--- config.mk ---
export PLATFORM = sky130hd
export DESIGN_NAME = integer_to_ascii_formatter_core_flat
export DESIGN_NICKNAME = d
export VERILOG_FILES = /design/src/hw/rtl/ifmt_pkg.sv /design/src/hw/rtl/ifmt_channels.sv /design/src/hw/rtl/ifmt_digit_unit.sv /design/src/hw/rtl/integer_to_ascii_formatter_core.sv /design/src/flat_wrapper.sv
export SDC_FILE = /design/constraint.sdc
export NUM_CORES = 1
export LEC_CHECK = 0
export BUFFER_PORTS_ARGS = -buffer_cell sky130_fd_sc_hd__buf_2
export CORE_ASPECT_RATIO = 0.5
export CORE_MARGIN = 2
export CORE_UTILIZATION = 30
export CTS_CLUSTER_SIZE = 20
export DETAILED_ROUTE_END_ITERATION = 7
export GPL_ROUTABILITY_DRIVEN = 0
export GPL_TIMING_DRIVEN = 0
export HOLD_SLACK_MARGIN = 0.12
export SYNTH_ARGS = -nofsm -noshare
export SYNTH_HDL_FRONTEND = slang
export SYNTH_SLANG_ARGS = --single-unit
export TNS_END_PERCENT = 20
--- constraint.sdc ---
create_clock -name clk -period 12 [get_ports clk]
set_input_delay 1.8 -clock clk [delete_from_list [all_inputs] [get_ports clk]]
set_output_delay 1.8 -clock clk [all_outputs]
set_load 0.01 [all_outputs]
--- src/hw/rtl/ifmt_pkg.sv ---
`timescale 1ns / 1ps
// ----------------------------------------------------------------------------
// ifmt_pkg
// Shared types, codes and character helpers of the integer-to-ascii formatter.
// ----------------------------------------------------------------------------
package ifmt_pkg;

  // number base codes as carried on the input channel
  typedef enum logic [1:0] {
    BASE_DEC = 2'd0,
    BASE_OCT = 2'd1,
    BASE_HEX = 2'd2,
    BASE_RSV = 2'd3
  } base_sel_t;

  // sequencer phases
  typedef enum logic [1:0] {
    ST_IDLE,
    ST_CONVERT,
    ST_SCAN,
    ST_EMIT
  } state_t;

  // operations of the shared digit unit
  typedef enum logic [2:0] {
    DOP_HOLD,
    DOP_CLEAR,
    DOP_LOAD_HEX,
    DOP_LOAD_OCT,
    DOP_DABBLE,
    DOP_SHIFT
  } dop_t;

  // command from the sequencer to the digit unit
  typedef struct packed {
    dop_t op;
    logic bit_in;
  } dunit_cmd_t;

  localparam logic [7:0] CH_SPACE   = 8'h20;
  localparam logic [7:0] CH_MINUS   = 8'h2D;
  localparam logic [7:0] CH_ZERO    = 8'h30;
  localparam logic [7:0] CH_UPPER_A = 8'h41;
  localparam logic [7:0] CH_LOWER_A = 8'h61;

  // ascii for one digit 0..15
  function automatic logic [7:0] digit_char(input logic [3:0] d, input logic lower);
    logic [7:0] c;
    if (d < 4'd10) begin
      c = CH_ZERO + {4'd0, d};
    end else if (lower) begin
      c = CH_LOWER_A + {4'd0, d - 4'd10};
    end else begin
      c = CH_UPPER_A + {4'd0, d - 4'd10};
    end
    return c;
  endfunction

endpackage

--- src/hw/rtl/ifmt_channels.sv ---
`timescale 1ns / 1ps
// ----------------------------------------------------------------------------
// ifmt channels
// Valid/ready channel interfaces for operands in and characters out.
// ----------------------------------------------------------------------------
interface ifmt_in_if;
  logic        valid;
  logic        ready;
  logic [63:0] value;
  logic        is_signed;
  logic [1:0]  num_base;
  logic [5:0]  field_width;
  logic        zero_pad;
  logic        lower_case;

  modport source (output valid, value, is_signed, num_base, field_width, zero_pad,
                  lower_case, input ready);
  modport sink   (input valid, value, is_signed, num_base, field_width, zero_pad,
                  lower_case, output ready);
endinterface

interface ifmt_out_if;
  logic       valid;
  logic       ready;
  logic [7:0] out_char;
  logic       last;

  modport source (output valid, out_char, last, input ready);
  modport sink   (input valid, out_char, last, output ready);
endinterface

--- src/hw/rtl/ifmt_digit_unit.sv ---
`timescale 1ns / 1ps
// ----------------------------------------------------------------------------
// ifmt_digit_unit
// Digit register with one shared step: clear, load hex/octal digits,
// double-dabble one bit for decimal, or shift out the top digit.
// ----------------------------------------------------------------------------
module ifmt_digit_unit #(
  parameter int VALUE_BITS = 64,
  parameter int DIGITS     = 22
) (
  input  logic                    clk,
  input  ifmt_pkg::dunit_cmd_t    cmd,
  input  logic [VALUE_BITS-1:0]   load_value,
  output logic [3:0]              top_digit
);

  localparam int DIG_W = 4 * DIGITS;
  localparam int OCT_W = 3 * DIGITS;

  logic [DIG_W-1:0] dig;
  logic [DIG_W-1:0] dig_next;
  logic [DIG_W-1:0] hex_load;
  logic [OCT_W-1:0] oct_bits;
  logic [DIG_W-1:0] oct_load;
  logic [DIG_W-1:0] adj;

  assign hex_load = DIG_W'(load_value);
  assign oct_bits = OCT_W'(load_value);

  // spread 3-bit groups into 4-bit digit slots
  always_comb begin
    for (int k = 0; k < DIGITS; k++) begin
      oct_load[4*k +: 4] = {1'b0, oct_bits[3*k +: 3]};
    end
  end

  // add-3 correction on every bcd digit before the shift
  always_comb begin
    for (int k = 0; k < DIGITS; k++) begin
      adj[4*k +: 4] = (dig[4*k +: 4] >= 4'd5) ? dig[4*k +: 4] + 4'd3 : dig[4*k +: 4];
    end
  end

  // operation select
  always_comb begin
    case (cmd.op)
      ifmt_pkg::DOP_HOLD:     dig_next = dig;
      ifmt_pkg::DOP_CLEAR:    dig_next = '0;
      ifmt_pkg::DOP_LOAD_HEX: dig_next = hex_load;
      ifmt_pkg::DOP_LOAD_OCT: dig_next = oct_load;
      ifmt_pkg::DOP_DABBLE:   dig_next = {adj[DIG_W-2:0], cmd.bit_in};
      ifmt_pkg::DOP_SHIFT:    dig_next = {dig[DIG_W-5:0], 4'd0};
      default:                dig_next = dig;
    endcase
  end

  always_ff @(posedge clk) begin
    dig <= dig_next;
  end

  assign top_digit = dig[DIG_W-1 -: 4];

endmodule

--- src/hw/rtl/integer_to_ascii_formatter_core.sv ---
`timescale 1ns / 1ps
// ----------------------------------------------------------------------------
// integer_to_ascii_formatter_core
// Formats one integer as a printf-style padded ascii field, one char per
// transfer.
// ----------------------------------------------------------------------------
// Usage: an operand transfer on in_ch carries value, is_signed, num_base,
// field_width, zero_pad and lower_case. The field comes out on out_ch one
// character per transfer, last set on the final character. The field is
// optional spaces, optional '-', optional zeros, then the digits.
// Steps per operand: the accept, then binary to bcd conversion for decimal
// (none for octal or hex), then skipping leading zero digits and setting
// up the padding, then the characters, max(width, sign + digits) of them.
// All digit work runs through one shared digit register unit.
// in_ch.ready is high only while the sequencer is idle; a new operand is
// taken while the final character still waits in the output register.
// A stall on out_ch holds the output register and pauses the emit phase.
// Reset returns the sequencer to idle and empties the output register.
// ----------------------------------------------------------------------------
module integer_to_ascii_formatter_core #(
  parameter int VALUE_BITS = 64,
  parameter int MAX_WIDTH  = 63
) (
  input  logic        clk,
  input  logic        rst,
  ifmt_in_if.sink     in_ch,
  ifmt_out_if.source  out_ch
);

  localparam int DIGITS = (VALUE_BITS + 2) / 3;
  localparam int ND_W   = $clog2(DIGITS + 1);
  localparam int CNT_W  = $clog2(VALUE_BITS);

  ifmt_pkg::state_t     state, state_next;
  ifmt_pkg::dunit_cmd_t cmd;

  logic [VALUE_BITS-1:0] mag, mag_next;
  logic [CNT_W-1:0]      bit_cnt, bit_cnt_next;
  logic [ND_W-1:0]       nd, nd_next;
  logic                  neg, neg_next;
  logic                  zpad, zpad_next;
  logic                  lower, lower_next;
  logic [5:0]            wdt, wdt_next;
  logic [5:0]            pad_cnt, pad_cnt_next;
  logic                  out_valid, out_valid_next;
  logic [7:0]            out_char, out_char_next;
  logic                  out_last, out_last_next;

  logic [VALUE_BITS-1:0] in_val;
  logic                  in_dec;
  logic                  in_neg;
  logic [3:0]            top_digit;
  logic                  out_free;
  logic [6:0]            len;

  assign in_val = in_ch.value[VALUE_BITS-1:0];
  assign in_dec = (ifmt_pkg::base_sel_t'(in_ch.num_base) != ifmt_pkg::BASE_OCT) &&
                  (ifmt_pkg::base_sel_t'(in_ch.num_base) != ifmt_pkg::BASE_HEX);
  assign in_neg = in_dec && in_ch.is_signed && in_val[VALUE_BITS-1];
  assign out_free = !out_valid || out_ch.ready;
  assign len = 7'(nd) + 7'(neg);

  ifmt_digit_unit #(
    .VALUE_BITS (VALUE_BITS),
    .DIGITS     (DIGITS)
  ) u_digit (
    .clk        (clk),
    .cmd        (cmd),
    .load_value (in_val),
    .top_digit  (top_digit)
  );

  // sequencer
  always_comb begin
    state_next     = state;
    mag_next       = mag;
    bit_cnt_next   = bit_cnt;
    nd_next        = nd;
    neg_next       = neg;
    zpad_next      = zpad;
    lower_next     = lower;
    wdt_next       = wdt;
    pad_cnt_next   = pad_cnt;
    out_valid_next = out_valid && !out_ch.ready;
    out_char_next  = out_char;
    out_last_next  = out_last;
    cmd.op         = ifmt_pkg::DOP_HOLD;
    cmd.bit_in     = mag[VALUE_BITS-1];

    case (state)
      ifmt_pkg::ST_IDLE: begin
        if (in_ch.valid) begin
          neg_next     = in_neg;
          mag_next     = in_neg ? (~in_val + 1'b1) : in_val;
          zpad_next    = in_ch.zero_pad;
          lower_next   = in_ch.lower_case;
          wdt_next     = (in_ch.field_width > 6'(MAX_WIDTH)) ? 6'(MAX_WIDTH)
                                                             : in_ch.field_width;
          bit_cnt_next = CNT_W'(VALUE_BITS - 1);
          nd_next      = ND_W'(DIGITS);
          if (in_dec) begin
            cmd.op     = ifmt_pkg::DOP_CLEAR;
            state_next = ifmt_pkg::ST_CONVERT;
          end else begin
            cmd.op     = (ifmt_pkg::base_sel_t'(in_ch.num_base) == ifmt_pkg::BASE_HEX)
                         ? ifmt_pkg::DOP_LOAD_HEX : ifmt_pkg::DOP_LOAD_OCT;
            state_next = ifmt_pkg::ST_SCAN;
          end
        end
      end

      // one bit of binary to bcd per cycle
      ifmt_pkg::ST_CONVERT: begin
        cmd.op   = ifmt_pkg::DOP_DABBLE;
        mag_next = {mag[VALUE_BITS-2:0], 1'b0};
        if (bit_cnt == '0) begin
          state_next = ifmt_pkg::ST_SCAN;
        end else begin
          bit_cnt_next = bit_cnt - 1'b1;
        end
      end

      // drop leading zero digits, keep at least one
      ifmt_pkg::ST_SCAN: begin
        if (nd == ND_W'(1) || top_digit != 4'd0) begin
          pad_cnt_next = ({1'b0, wdt} > len) ? 6'({1'b0, wdt} - len) : 6'd0;
          state_next   = ifmt_pkg::ST_EMIT;
        end else begin
          cmd.op  = ifmt_pkg::DOP_SHIFT;
          nd_next = nd - 1'b1;
        end
      end

      // one character into the output register per free cycle
      ifmt_pkg::ST_EMIT: begin
        if (out_free) begin
          out_valid_next = 1'b1;
          out_last_next  = 1'b0;
          if (!zpad && pad_cnt != 6'd0) begin
            out_char_next = ifmt_pkg::CH_SPACE;
            pad_cnt_next  = pad_cnt - 1'b1;
          end else if (neg) begin
            out_char_next = ifmt_pkg::CH_MINUS;
            neg_next      = 1'b0;
          end else if (pad_cnt != 6'd0) begin
            out_char_next = ifmt_pkg::CH_ZERO;
            pad_cnt_next  = pad_cnt - 1'b1;
          end else begin
            out_char_next = ifmt_pkg::digit_char(top_digit, lower);
            cmd.op        = ifmt_pkg::DOP_SHIFT;
            nd_next       = nd - 1'b1;
            if (nd == ND_W'(1)) begin
              out_last_next = 1'b1;
              state_next    = ifmt_pkg::ST_IDLE;
            end
          end
        end
      end

      default: begin
        state_next = ifmt_pkg::ST_IDLE;
      end
    endcase
  end

  // control registers
  always_ff @(posedge clk) begin
    if (rst) begin
      state     <= ifmt_pkg::ST_IDLE;
      out_valid <= 1'b0;
    end else begin
      state     <= state_next;
      out_valid <= out_valid_next;
    end
  end

  // working and output payload registers
  always_ff @(posedge clk) begin
    mag      <= mag_next;
    bit_cnt  <= bit_cnt_next;
    nd       <= nd_next;
    neg      <= neg_next;
    zpad     <= zpad_next;
    lower    <= lower_next;
    wdt      <= wdt_next;
    pad_cnt  <= pad_cnt_next;
    out_char <= out_char_next;
    out_last <= out_last_next;
  end

  assign in_ch.ready     = (state == ifmt_pkg::ST_IDLE);
  assign out_ch.valid    = out_valid;
  assign out_ch.out_char = out_char;
  assign out_ch.last     = out_last;

endmodule
--- src/flat_wrapper.sv ---
// flat-port wrapper written by rule: the top's interface ports become plain ports
module integer_to_ascii_formatter_core_flat 
#(
  parameter int VALUE_BITS = 64,
  parameter int MAX_WIDTH  = 63
)
  (clk, rst, in_ch_valid, in_ch_value, in_ch_is_signed, in_ch_num_base, in_ch_field_width, in_ch_zero_pad, in_ch_lower_case, in_ch_ready, out_ch_valid, out_ch_out_char, out_ch_last, out_ch_ready);
  ifmt_in_if in_ch_i ();
  ifmt_out_if out_ch_i ();
  input  logic clk;
  input  logic rst;
  input wire logic [$bits(in_ch_i.valid)-1:0] in_ch_valid;
  input wire logic [$bits(in_ch_i.value)-1:0] in_ch_value;
  input wire logic [$bits(in_ch_i.is_signed)-1:0] in_ch_is_signed;
  input wire logic [$bits(in_ch_i.num_base)-1:0] in_ch_num_base;
  input wire logic [$bits(in_ch_i.field_width)-1:0] in_ch_field_width;
  input wire logic [$bits(in_ch_i.zero_pad)-1:0] in_ch_zero_pad;
  input wire logic [$bits(in_ch_i.lower_case)-1:0] in_ch_lower_case;
  output wire logic [$bits(in_ch_i.ready)-1:0] in_ch_ready;
  output wire logic [$bits(out_ch_i.valid)-1:0] out_ch_valid;
  output wire logic [$bits(out_ch_i.out_char)-1:0] out_ch_out_char;
  output wire logic [$bits(out_ch_i.last)-1:0] out_ch_last;
  input wire logic [$bits(out_ch_i.ready)-1:0] out_ch_ready;
  assign in_ch_i.valid = in_ch_valid;
  assign in_ch_i.value = in_ch_value;
  assign in_ch_i.is_signed = in_ch_is_signed;
  assign in_ch_i.num_base = in_ch_num_base;
  assign in_ch_i.field_width = in_ch_field_width;
  assign in_ch_i.zero_pad = in_ch_zero_pad;
  assign in_ch_i.lower_case = in_ch_lower_case;
  assign in_ch_ready = in_ch_i.ready;
  assign out_ch_valid = out_ch_i.valid;
  assign out_ch_out_char = out_ch_i.out_char;
  assign out_ch_last = out_ch_i.last;
  assign out_ch_i.ready = out_ch_ready;
  integer_to_ascii_formatter_core #(.VALUE_BITS(VALUE_BITS), .MAX_WIDTH(MAX_WIDTH)) u_core (.clk(clk), .rst(rst), .in_ch(in_ch_i), .out_ch(out_ch_i));
endmodule
; ---- Word level (Yosys, flattened, before mapping)
; Index checks and enable logic that the tools add are counted.
[word_totals]
register_bits = 190
in_bits = 79
output_inout_bits = 11
wordCells = 199
[classes]
add_sub_neg = 32
magnitude_cmp = 25
eq_ne = 24
mux = 73
n_bitwise = 1
reduce_logical = 29
[op_table]
columns = op, n
row1 = $pmux W88 S5, 1
row2 = $mux W64, 2
row3 = $pmux W64 S2, 1
row4 = $ge A4 B3 Y1 const B, 22
row5 = $mux W4, 22
row6 = $add A4 B2 Y4 const B, 21
row7 = $add A64 B1 Y64 const B, 1
row8 = $not A64 Y64, 1
row9 = $mux W6, 8
row10 = $mux W5, 7
row11 = $mux W3, 8
row12 = $pmux W6 S2, 2
row13 = $mux W2, 9
row14 = $add A7 B4 Y8 const A, 2
row15 = $mux W8, 2
row16 = $pmux W5 S3, 1
row17 = $ne A2 B2 Y1 const B, 7
row18 = $pmux W3 S4, 1
row19 = $sub A6 B1 Y6 const B, 2
row20 = $ne A2 B1 Y1 const B, 5
row21 = $pmux W2 S4, 1
row22 = $reduce_and A8 Y1, 1
row23 = $add A6 B4 Y7 const A, 1
row24 = $gt A6 B7 Y1, 1
row25 = 34 further kinds, 55

; ---- Depth between registers and ports, before layout
; Gate-level depths: netlist (run 1).
[depth]
word_depth = 8
mapped_depth = 11
ltp_nobuf = 10

; ---- Hierarchy
; A second synthesis (run 1) with hierarchy kept.
[unflattened]
hier_cells = 1430
hier_area_um2 = 13705.6
[modules_own_cells]
columns = mod, n_inst, cells_per_inst, area_each_um2, seq_area_each_um2
row1 = integer_to_ascii_formatter_core, 1, 746, 7056.8, 3002.9
row2 = ifmt_digit_unit, 1, 684, 6648.9, 2642.5

; ---- Worst setup path after synthesis (run 1)
; No wires, ideal clock.
[synth_timing]
kind = input to register
from = in in_ch_num_base[0]
to = reg u_core.u_digit.dig[0] (enable)
setup_time_ns = 0.564
arrival_ns = 7.316
required_ns = 11.436
path_slack_ns = 4.120
stages = 8
path_buffers = 2
cell_sequence = inv_1 ha_1 or2_2 o221ai_1 clkbuf_1 clkbuf_1 nor3_1 a21oi_1
[synth_via]
elab_chain_cells = 7
word_cells_on_any_way = 14
classes_between = eq/ne (8) / mux (4) / reduce/logical (2)
[synth_lines]
columns = element, line
row1 = from (decl), flat_wrapper.sv:15  ; input wire logic [$bits(in_ch_i.num_base)-1:0] in_ch_num_base;
row2 = $eq A2 B2 Y1 (tied with other cells), integer_to_ascii_formatter_core.sv:105  ; cmd.op = (ifmt_pkg::base_sel_t'(in_ch.num_base) == ifmt_pkg::BASE_HEX)
row3 = $mux W1 or $logic_and A1 B1 Y1 (tied branches), "integer_to_ascii_formatter_core.sv:106, integer_to_ascii_formatter_core.sv:57"
row4 = $mux W3 (*), integer_to_ascii_formatter_core.sv:101  ; if (in_dec) begin
row5 = $mux W3 (*), integer_to_ascii_formatter_core.sv:92  ; if (in_ch.valid) begin
row6 = $pmux W3 S4 (*), integer_to_ascii_formatter_core.sv:90  ; case (state)
row7 = $eq A3 B3 Y1 (tied with other cells), ifmt_digit_unit.sv:46  ; case (cmd.op)
row8 = $reduce_bool A5 Y1 (no line) (*), --
row9 = to (signal assigned), ifmt_digit_unit.sv:58  ; dig <= dig_next;
row10 = to (decl), ifmt_digit_unit.sv:20  ; logic [DIG_W-1:0] dig;
; Mark *: on every way between the ends. The rest lies on a longest branch, timed or not.
; A chain may end at the register's enable or synchronous reset.

; ---- Worst setup path in the final report (run 1)
[layout_timing]
from = in in_ch_valid
to = reg u_core.u_digit.dig[8] (enable)
[layout_via]
elab_chain_cells = 4
word_cells_on_any_way = 8
classes_between = eq/ne (5) / mux (2) / reduce/logical (1)
[layout_lines]
columns = element, line
row1 = from (decl), flat_wrapper.sv:12  ; input wire logic [$bits(in_ch_i.valid)-1:0] in_ch_valid;
row2 = $mux W3 (*), integer_to_ascii_formatter_core.sv:92
row3 = $pmux W3 S4 (*), integer_to_ascii_formatter_core.sv:90
row4 = $eq A3 B3 Y1 (tied with other cells), ifmt_digit_unit.sv:46
row5 = $reduce_bool A5 Y1 (no line) (*), --
; Marks and branches as above.

==> impl_metrics.env, run 1 <==
export IMPL_outcome="completed"
export IMPL_p_per_area_nw_per_um2=260.2
export IMPL_drt_initial_drc_count=1084
export IMPL_initial_core_util_pct=30.24
export IMPL_die_y_um=151.8
export IMPL_grt_pass1_wl_mm=63.74
export IMPL_cts_root_buffer="clkbuf_16"
export IMPL_dp_cells=2038
export IMPL_grt_antenna_before_repair=3
export IMPL_drive_gt1_share_pct=11.27
export IMPL_min_path_type="reg2reg"
export IMPL_whs_ns=0.5097
export IMPL_stdcell_area_um2=15050
export IMPL_chipWidth_um=299.7
export IMPL_clk_latency_ns=0.47
export IMPL_fin_skew_ns=0.02058
export IMPL_period_needed_ns=4.820
export IMPL_fin_util_pct=34.69
export IMPL_rsz0062_at_grt="false"
export IMPL_ys_types=66
export IMPL_cts_hold_buf=0
export IMPL_cts_tree="built"
export IMPL_slew_headroom_pct=34.52
export IMPL_hold_depth=1
export IMPL_hp_start="u_core.lower"
export IMPL_worst_path_max_fanout=27
export IMPL_cp_required_ns=12.18
export IMPL_worst_slew_pin_slew_ns=0.9757
export IMPL_ys_seq_area_share_pct=43.05
export IMPL_synth_area_per_cell_um2=9.587
export IMPL_placed_cell_area_um2=14380
export IMPL_numPortBuffers=76
export IMPL_cts_made_buffers=17
export IMPL_synth_area_um2=13120
export IMPL_final_common_cell="edfxtp_1"
export IMPL_async_reset_ff_share_pct=0
export IMPL_h_tree_depth=4
export IMPL_timing_final_ws_setup_ns=7.180
export IMPL_post_cts_buffers=0
export IMPL_grt_usage_pct=18.34
export IMPL_io_pins=90
export IMPL_core_um2=43380
export IMPL_max_clock_freq_mhz=207.5
export IMPL_crit_path_start="in_ch_valid"
export IMPL_clock_sinks=189
export IMPL_post_cts_resized=0
export IMPL_drt_total_wl_mm=42.66
export IMPL_setup_viol=0
export IMPL_arrival_ns=5.00
export IMPL_antenna_left=0
export IMPL_drv_slew=0
export IMPL_period_share_pct=40.17
export IMPL_synthToLayoutAreaGrowth_pct=14.72
export IMPL_finalNonFillerCells=2073
export IMPL_crit_type="in2reg"
export IMPL_start_kind="input pin"
export IMPL_finalNetCount=1615
export IMPL_wl_per_cell_um=20.58
export IMPL_grt_start_max_net_pins=33
export IMPL_viasPerCell=5.447
export IMPL_power_leakage_nw=5.312
export IMPL_rows=54
export IMPL_maxCapViolations=0
export IMPL_reg2regPathDepth=11
export IMPL_dieArea_um2=45510
export IMPL_grt_pass1_vias=10750
export IMPL_synth_cells=1368
export IMPL_ys_flop_type="edfxtp_1"
export IMPL_final_cell_mix="186 x edfxtp_1, 123 x a21oi_1, 113 x nor2_1"
export IMPL_yosys_warnings=0
export IMPL_synth_edf_count=186
export IMPL_drtPass1Iterations=6
export IMPL_p_total_mw=3.916
export IMPL_vdd_ir_drop_max_mv=0.1465
export IMPL_synth_nets=1514
export IMPL_globalRouteOverflowTotal=0
export IMPL_clk_pin_slew_ns=0.08
export IMPL_vias=11290
export IMPL_pre_cts_ws_ns=6.779
export IMPL_synth_seq_cells=189
export IMPL_hold_viol=0
export IMPL_tns_ns=0
export IMPL_dp_hpwl_mm=30.90
export IMPL_drc=0
export IMPL_critPathCaptureType="register"
export IMPL_clock_path_buffers=2
export IMPL_regToRegStartpoint="u_core.state[1]"
Yosys cell counts (all sizes together), types with 2 or more instances:
cell     count  area share [%]
nand2b      25             1.2
o21ai      105             4.0
nand2       82             2.3
a211o        6            0.40
o31ai        7            0.40
nor2       113             3.2
a21oi      124             4.7
a21boi       3            0.17
and3         6            0.29
a21o         7            0.40
buf         17            0.77
or3         10            0.49
ha          66             6.3
clkbuf      65             1.9
dfxtp        3            0.46
nand3       11            0.42
nor3b       44             2.5
a22o        15             1.0
o41ai        8            0.65
a2bb2oi      2            0.13
mux2        21             1.9
o21a         2            0.11
a31o         2            0.13
or2          5            0.24
xor2        27             1.8
a2111oi      2            0.13
a31oi       13            0.62
a22oi       14            0.80
nor3        28             1.1
mux2i       51             3.9
edfxtp     186              43
nor2b        6            0.29
inv         76             2.2
or4b         2            0.15
a211oi      14            0.80
o22ai       76             3.6
nand3b       2            0.11
xnor2       74             4.9
or4         10            0.60
nor4        17            0.91
nand4        8            0.38
power breakdown:
part	switching [mW]	internal (mW)	leakage, nW
Clock	0.290	0.357	0.317
Combinational	1.13	0.729	3.15
Sequential	0.236	1.17	1.85
worst max-delay path: stages:
cell and delay, ns:
buf_2 0.11, nand2_1 0.27, or2_2 0.39, o221ai_1 0.11, clkbuf_1 0.39, clkbuf_1 0.58
nor3_1 0.19, a21oi_4 0.66, buf_12 0.29, buf_16 0.18
flip-flops by register name, summed over array words and instances (netlist names), 2 cells and up:
register,flops
u_core.wdt,6
u_core.out_ch.out_char,7
u_core.u_digit.dig,88
u_core.bit_cnt,6
u_core.state,2
u_core.mag,64
u_core.pad_cnt,6
u_core.nd,5
layer usage:
| layer | track usage, % | vias to the layer above | wire length (µm) |
|---|---|---|---|
| met1 | 24.53 | 5396 | 18110 |
| met4 | 8.381 | 0 | 1747 |
| li1 | - | 5272 | - |
| met3 | 3.947 | 121 | 3874 |
| met5 | 0 | - | 0 |
| met2 | 28.44 | 502 | 18920 |
cells by family (layout without fill, tap and decap cells):
| kind of cell | Yosys count | after routing | synth area share (%) |
|---|---|---|---|
| xor gates and xnor gates | 101 | 101 | 6.745 |
| muxes | 72 | 72 | 5.753 |
| other | 1 | 4 | 0.02859 |
| and+or+nand+nor | 373 | 373 | 14.51 |
| adders and majority gates | 67 | 67 | 6.449 |
| buffers and inverters | 159 | 273 | 4.951 |
| DFF | 189 | 189 | 43.05 |
| AOI/OAI and AO/OA | 406 | 406 | 18.52 |
cell type report:
cell class / instances / area, µm²
diodes: 3 / 7.507
plain buffers: 83 / 364.1
clock buffers: 17 / 425.4
clock inverters: 15 / 231.5
fillers: 4464 / 28330
inverters: 76 / 285.3
multi-input cells: 1020 / 6844
flip-flops and latches: 189 / 5645
well taps: 588 / 735.7
repair buffers: 82 / 506.7
final timing paths:
kind | to | slack [ns]
max | u_core.u_digit.dig[8] | 7.18
min | u_core.out_ch.out_char[5] | 0.51
max reg2reg | u_core.u_digit.dig[8] | 7.53
min reg2reg | u_core.out_ch.out_char[5] | 0.51
Power figures use the tool's default switching activity.
==> run 2, diff against run 1 <==
==> constraint.sdc (replaced) <==
create_clock -name clk -period 4.55 [get_ports clk]
set_input_delay 0.6825 -clock clk [delete_from_list [all_inputs] [get_ports clk]]
set_output_delay 0.6825 -clock clk [all_outputs]
set_load 0.01 [all_outputs]
==> run 2 against run 1 <==
Non-clock buffer count unchanged. Core utilization decreased by 0.087 points. Combinational power increased to 2.6 times the previous value. Clock skew decreased by 0.0017 ns. Worst hold slack got worse by 0.11 ns. Total power increased to 2.6 times the previous value. Via count decreased by 0.63%. Cell area decreased by 0.25%. Global-route usage about the same. Register-to-register slack got worse by 7.3 ns. Flip-flop and latch count unchanged. Count of clock-buffer cells in the layout unchanged. Critical path type is now reg2reg. Critical endpoint is now u_core.u_digit.dig[38].
==> impl_metrics.env, run 2 (synthesis results as in run 1) <==
export IMPL_drc=0
export IMPL_grt_start_max_net_pins=31
export IMPL_initial_core_util_pct=30.24
export IMPL_period_needed_ns=4.318
export IMPL_intPower_mw=5.928
export IMPL_reg2regPathDepth=10
export IMPL_viasPerCell=5.418
export IMPL_dieArea_um2=45510
export IMPL_worst_path_max_fanout=10
export IMPL_core_um2=43380
export IMPL_numPortBuffers=76
export IMPL_grt_usage_pct=18.37
export IMPL_crit_top_cell="clkbuf_1"
export IMPL_synthToLayoutAreaGrowth_pct=14.43
export IMPL_grtUsageMet2_pct=28.54
export IMPL_wl_per_cell_um=20.37
export IMPL_post_cts_buffers=0
export IMPL_worst_path_max_delay_cell="o21ai_1"
export IMPL_io_pins=90
export IMPL_largest_reg_flops=88
export IMPL_clock_sinks=189
export IMPL_grt_pass1_wl_mm=63.97
export IMPL_path_delay_family="buffers and inverters"
export IMPL_arrival_ns=4.47
export IMPL_clk_latency_ns=0.46
export IMPL_drt_total_wl_mm=42.19
export IMPL_fin_skew_ns=0.01889
export IMPL_grt_use_met1_pct=24.79
export IMPL_clock_path_buffers=2
export IMPL_grt_antenna_before_repair=2
export IMPL_cp_num_buf_inv=4
export IMPL_dp_hpwl_mm=30.67
export IMPL_die_y_um=151.8
export IMPL_cts_hold_buf=0
export IMPL_globalRouteOverflowTotal=0
export IMPL_antenna_left=0
export IMPL_crit_type="reg2reg"
export IMPL_setup_viol=0
export IMPL_drt_initial_drc_count=1215
export IMPL_maxCapViolations=0
export IMPL_placed_cell_area_um2=14370
export IMPL_grt_use_met3_pct=3.489
export IMPL_worst_slew_pin_slew_ns=0.9411
export IMPL_busiest_layer="met2"
export IMPL_power_leakage_nw=5.302
export IMPL_vias=11220
export IMPL_cp_required_ns=4.70
export IMPL_r2r_end="u_core.u_digit.dig[38]"
export IMPL_slew_headroom_pct=36.68
export IMPL_critPathCaptureType="register"
export IMPL_seqPwrFrac_pct=36.2
export IMPL_drive_gt1_share_pct=11.20
export IMPL_cts_tree="built"
export IMPL_start_kind="register"
export IMPL_pwr_share_comb_pct=47.4
export IMPL_finalNetCount=1615
export IMPL_min_path_type="in2reg"
export IMPL_rsz0062_at_grt="false"
export IMPL_p_per_area_nw_per_um2=681.7
export IMPL_hold_viol=0
export IMPL_period_share_pct=94.90
export IMPL_fin_util_pct=34.60
export IMPL_swShare_pct=42.05
export IMPL_cts_root_buffer="clkbuf_16"
export IMPL_outcome="completed"
export IMPL_grt_pass1_vias=10710
export IMPL_worstPathCellList="inv_1, ha_1, nor4b_1, nand4_1, and3_1, clkbuf_1, o21ai_1, clkbuf_1, clkbuf_1, o22ai_1"
export IMPL_max_clock_freq_mhz=231.6
export IMPL_final_common_cell="edfxtp_1"
export IMPL_vdd_ir_drop_max_mv=0.3439
export IMPL_tns_ns=0
export IMPL_slowest_delay_ns=0.74
export IMPL_top_regs="u_core.u_digit.dig: 88 flops, u_core.mag: 64 flops, u_core.out_ch.out_char: 7 flops"
export IMPL_regToRegStartpoint="u_core.pad_cnt[0]"
export IMPL_drv_slew=0
export IMPL_reg2reg_slack_ns=0.23
export IMPL_largest_register="u_core.u_digit.dig"
export IMPL_chipWidth_um=299.7
export IMPL_hp_start="in_ch_field_width[0]"
export IMPL_drtPass1Iterations=6
export IMPL_clkPwrFrac_pct=16.4
export IMPL_clk_pin_slew_ns=0.07
export IMPL_switchingPower_mw=4.302
export IMPL_min_to="u_core.wdt[0]"
export IMPL_hold_depth=1
export IMPL_h_tree_depth=4
export IMPL_rows=54
export IMPL_stdcell_area_um2=15010
export IMPL_final_cell_mix="186 x edfxtp_1, 123 x a21oi_1, 113 x nor2_1"
export IMPL_cts_made_buffers=17
==> run 2: cell count changes in the layout (fill, tap and decap cells not counted), sizes merged <==
cell / previous run / this run
diode: 3 / 1
inv: 80 / 79
clkinv: 6 / 7
clkdlybuf4s15: 1 / 0
buf: 98 / 99
==> run 2: how the worst max path moves through the flow <==
stage	cells after the start	start	endpoint	slack, ns
after global routing	10	u_core.pad_cnt[0]	u_core.u_digit.dig[38]	0.16
after floorplan	6	u_core.state[1]	u_core.bit_cnt[0]	-0.11
after CTS	11	u_core.state[1]	u_core.u_digit.dig[22]	0.27
after global placement	6	u_core.state[1]	u_core.bit_cnt[4]	-2.18
after detailed placement	11	u_core.state[1]	u_core.u_digit.dig[17]	0.28
final	10	u_core.pad_cnt[0]	u_core.u_digit.dig[38]	0.23
==> run 2: power by group through the flow <==
stage	Clock, mW	Combinational (mW)	Sequential [mW]
after floorplan	0	3.47	3.57
after global placement	0	4.58	3.79
after detailed placement	0	4.79	3.72
after CTS	1.69	4.82	3.69
after global routing	1.75	5.41	3.81
final	1.68	4.85	3.70
==> run 2: layout make-up <==
type                            count  area, µm²
Clock buffer                       17      425.4
Clock inverter                     15      211.5
Sequential cell                   189       5645
Buffer                             83      365.4
Tap cell                          588      735.7
Timing Repair Buffer               82      493.0
Multi-Input combinational cell   1020       6844
Antenna cell                        1      2.502
Fill cell                        4468      28370
Inverter                           76      285.3
==> run 2: per-stage QoR <==
| stage | hold slack (ns) | setup WS (ns) | power [mW] | instances |
|---|---|---|---|---|
| final | 0.4002 | 0.2320 | 10.23 | 2071 |
| after detailed placement | 0.5102 | 0.2846 | 8.509 | 2038 |
| after global routing | 0.3888 | 0.1640 | 10.98 | 2071 |
| after floorplan | 0.4817 | -0.1087 | 7.048 | 1368 |
| after global placement | 0.4943 | -2.178 | 8.370 | 2032 |
| after CTS | 0.3847 | 0.2686 | 10.20 | 2070 |
==> run 2: worst reg2reg max path, cell delays in order, from the launching register on <==
cell	delay, ns
edfxtp_1	0.42
inv_1	0.08
ha_1	0.23
nor4b_1	0.42
nand4_1	0.25
and3_1	0.25
clkbuf_1	0.15
o21ai_1	0.74
clkbuf_1	0.65
clkbuf_1	0.67
o22ai_1	0.16
==> run 2: layer usage <==
| layer | routed length, µm | vias to the layer above | part of all wire [%] |
|---|---|---|---|
| li1 | - | 5268 | - |
| met1 | 18250 | 5337 | 43 |
| met2 | 18810 | 486 | 45 |
| met3 | 3335 | 127 | 7.9 |
| met4 | 1792 | 2 | 4.2 |
| met5 | 12 | - | 0.028 |
==> run 2: what timing repair did <==
action | CTS | global route
resized for setup | 0 | 2
setup endpoints to repair | 0 | 29
endpoints found under the hold margin | 0 | 0
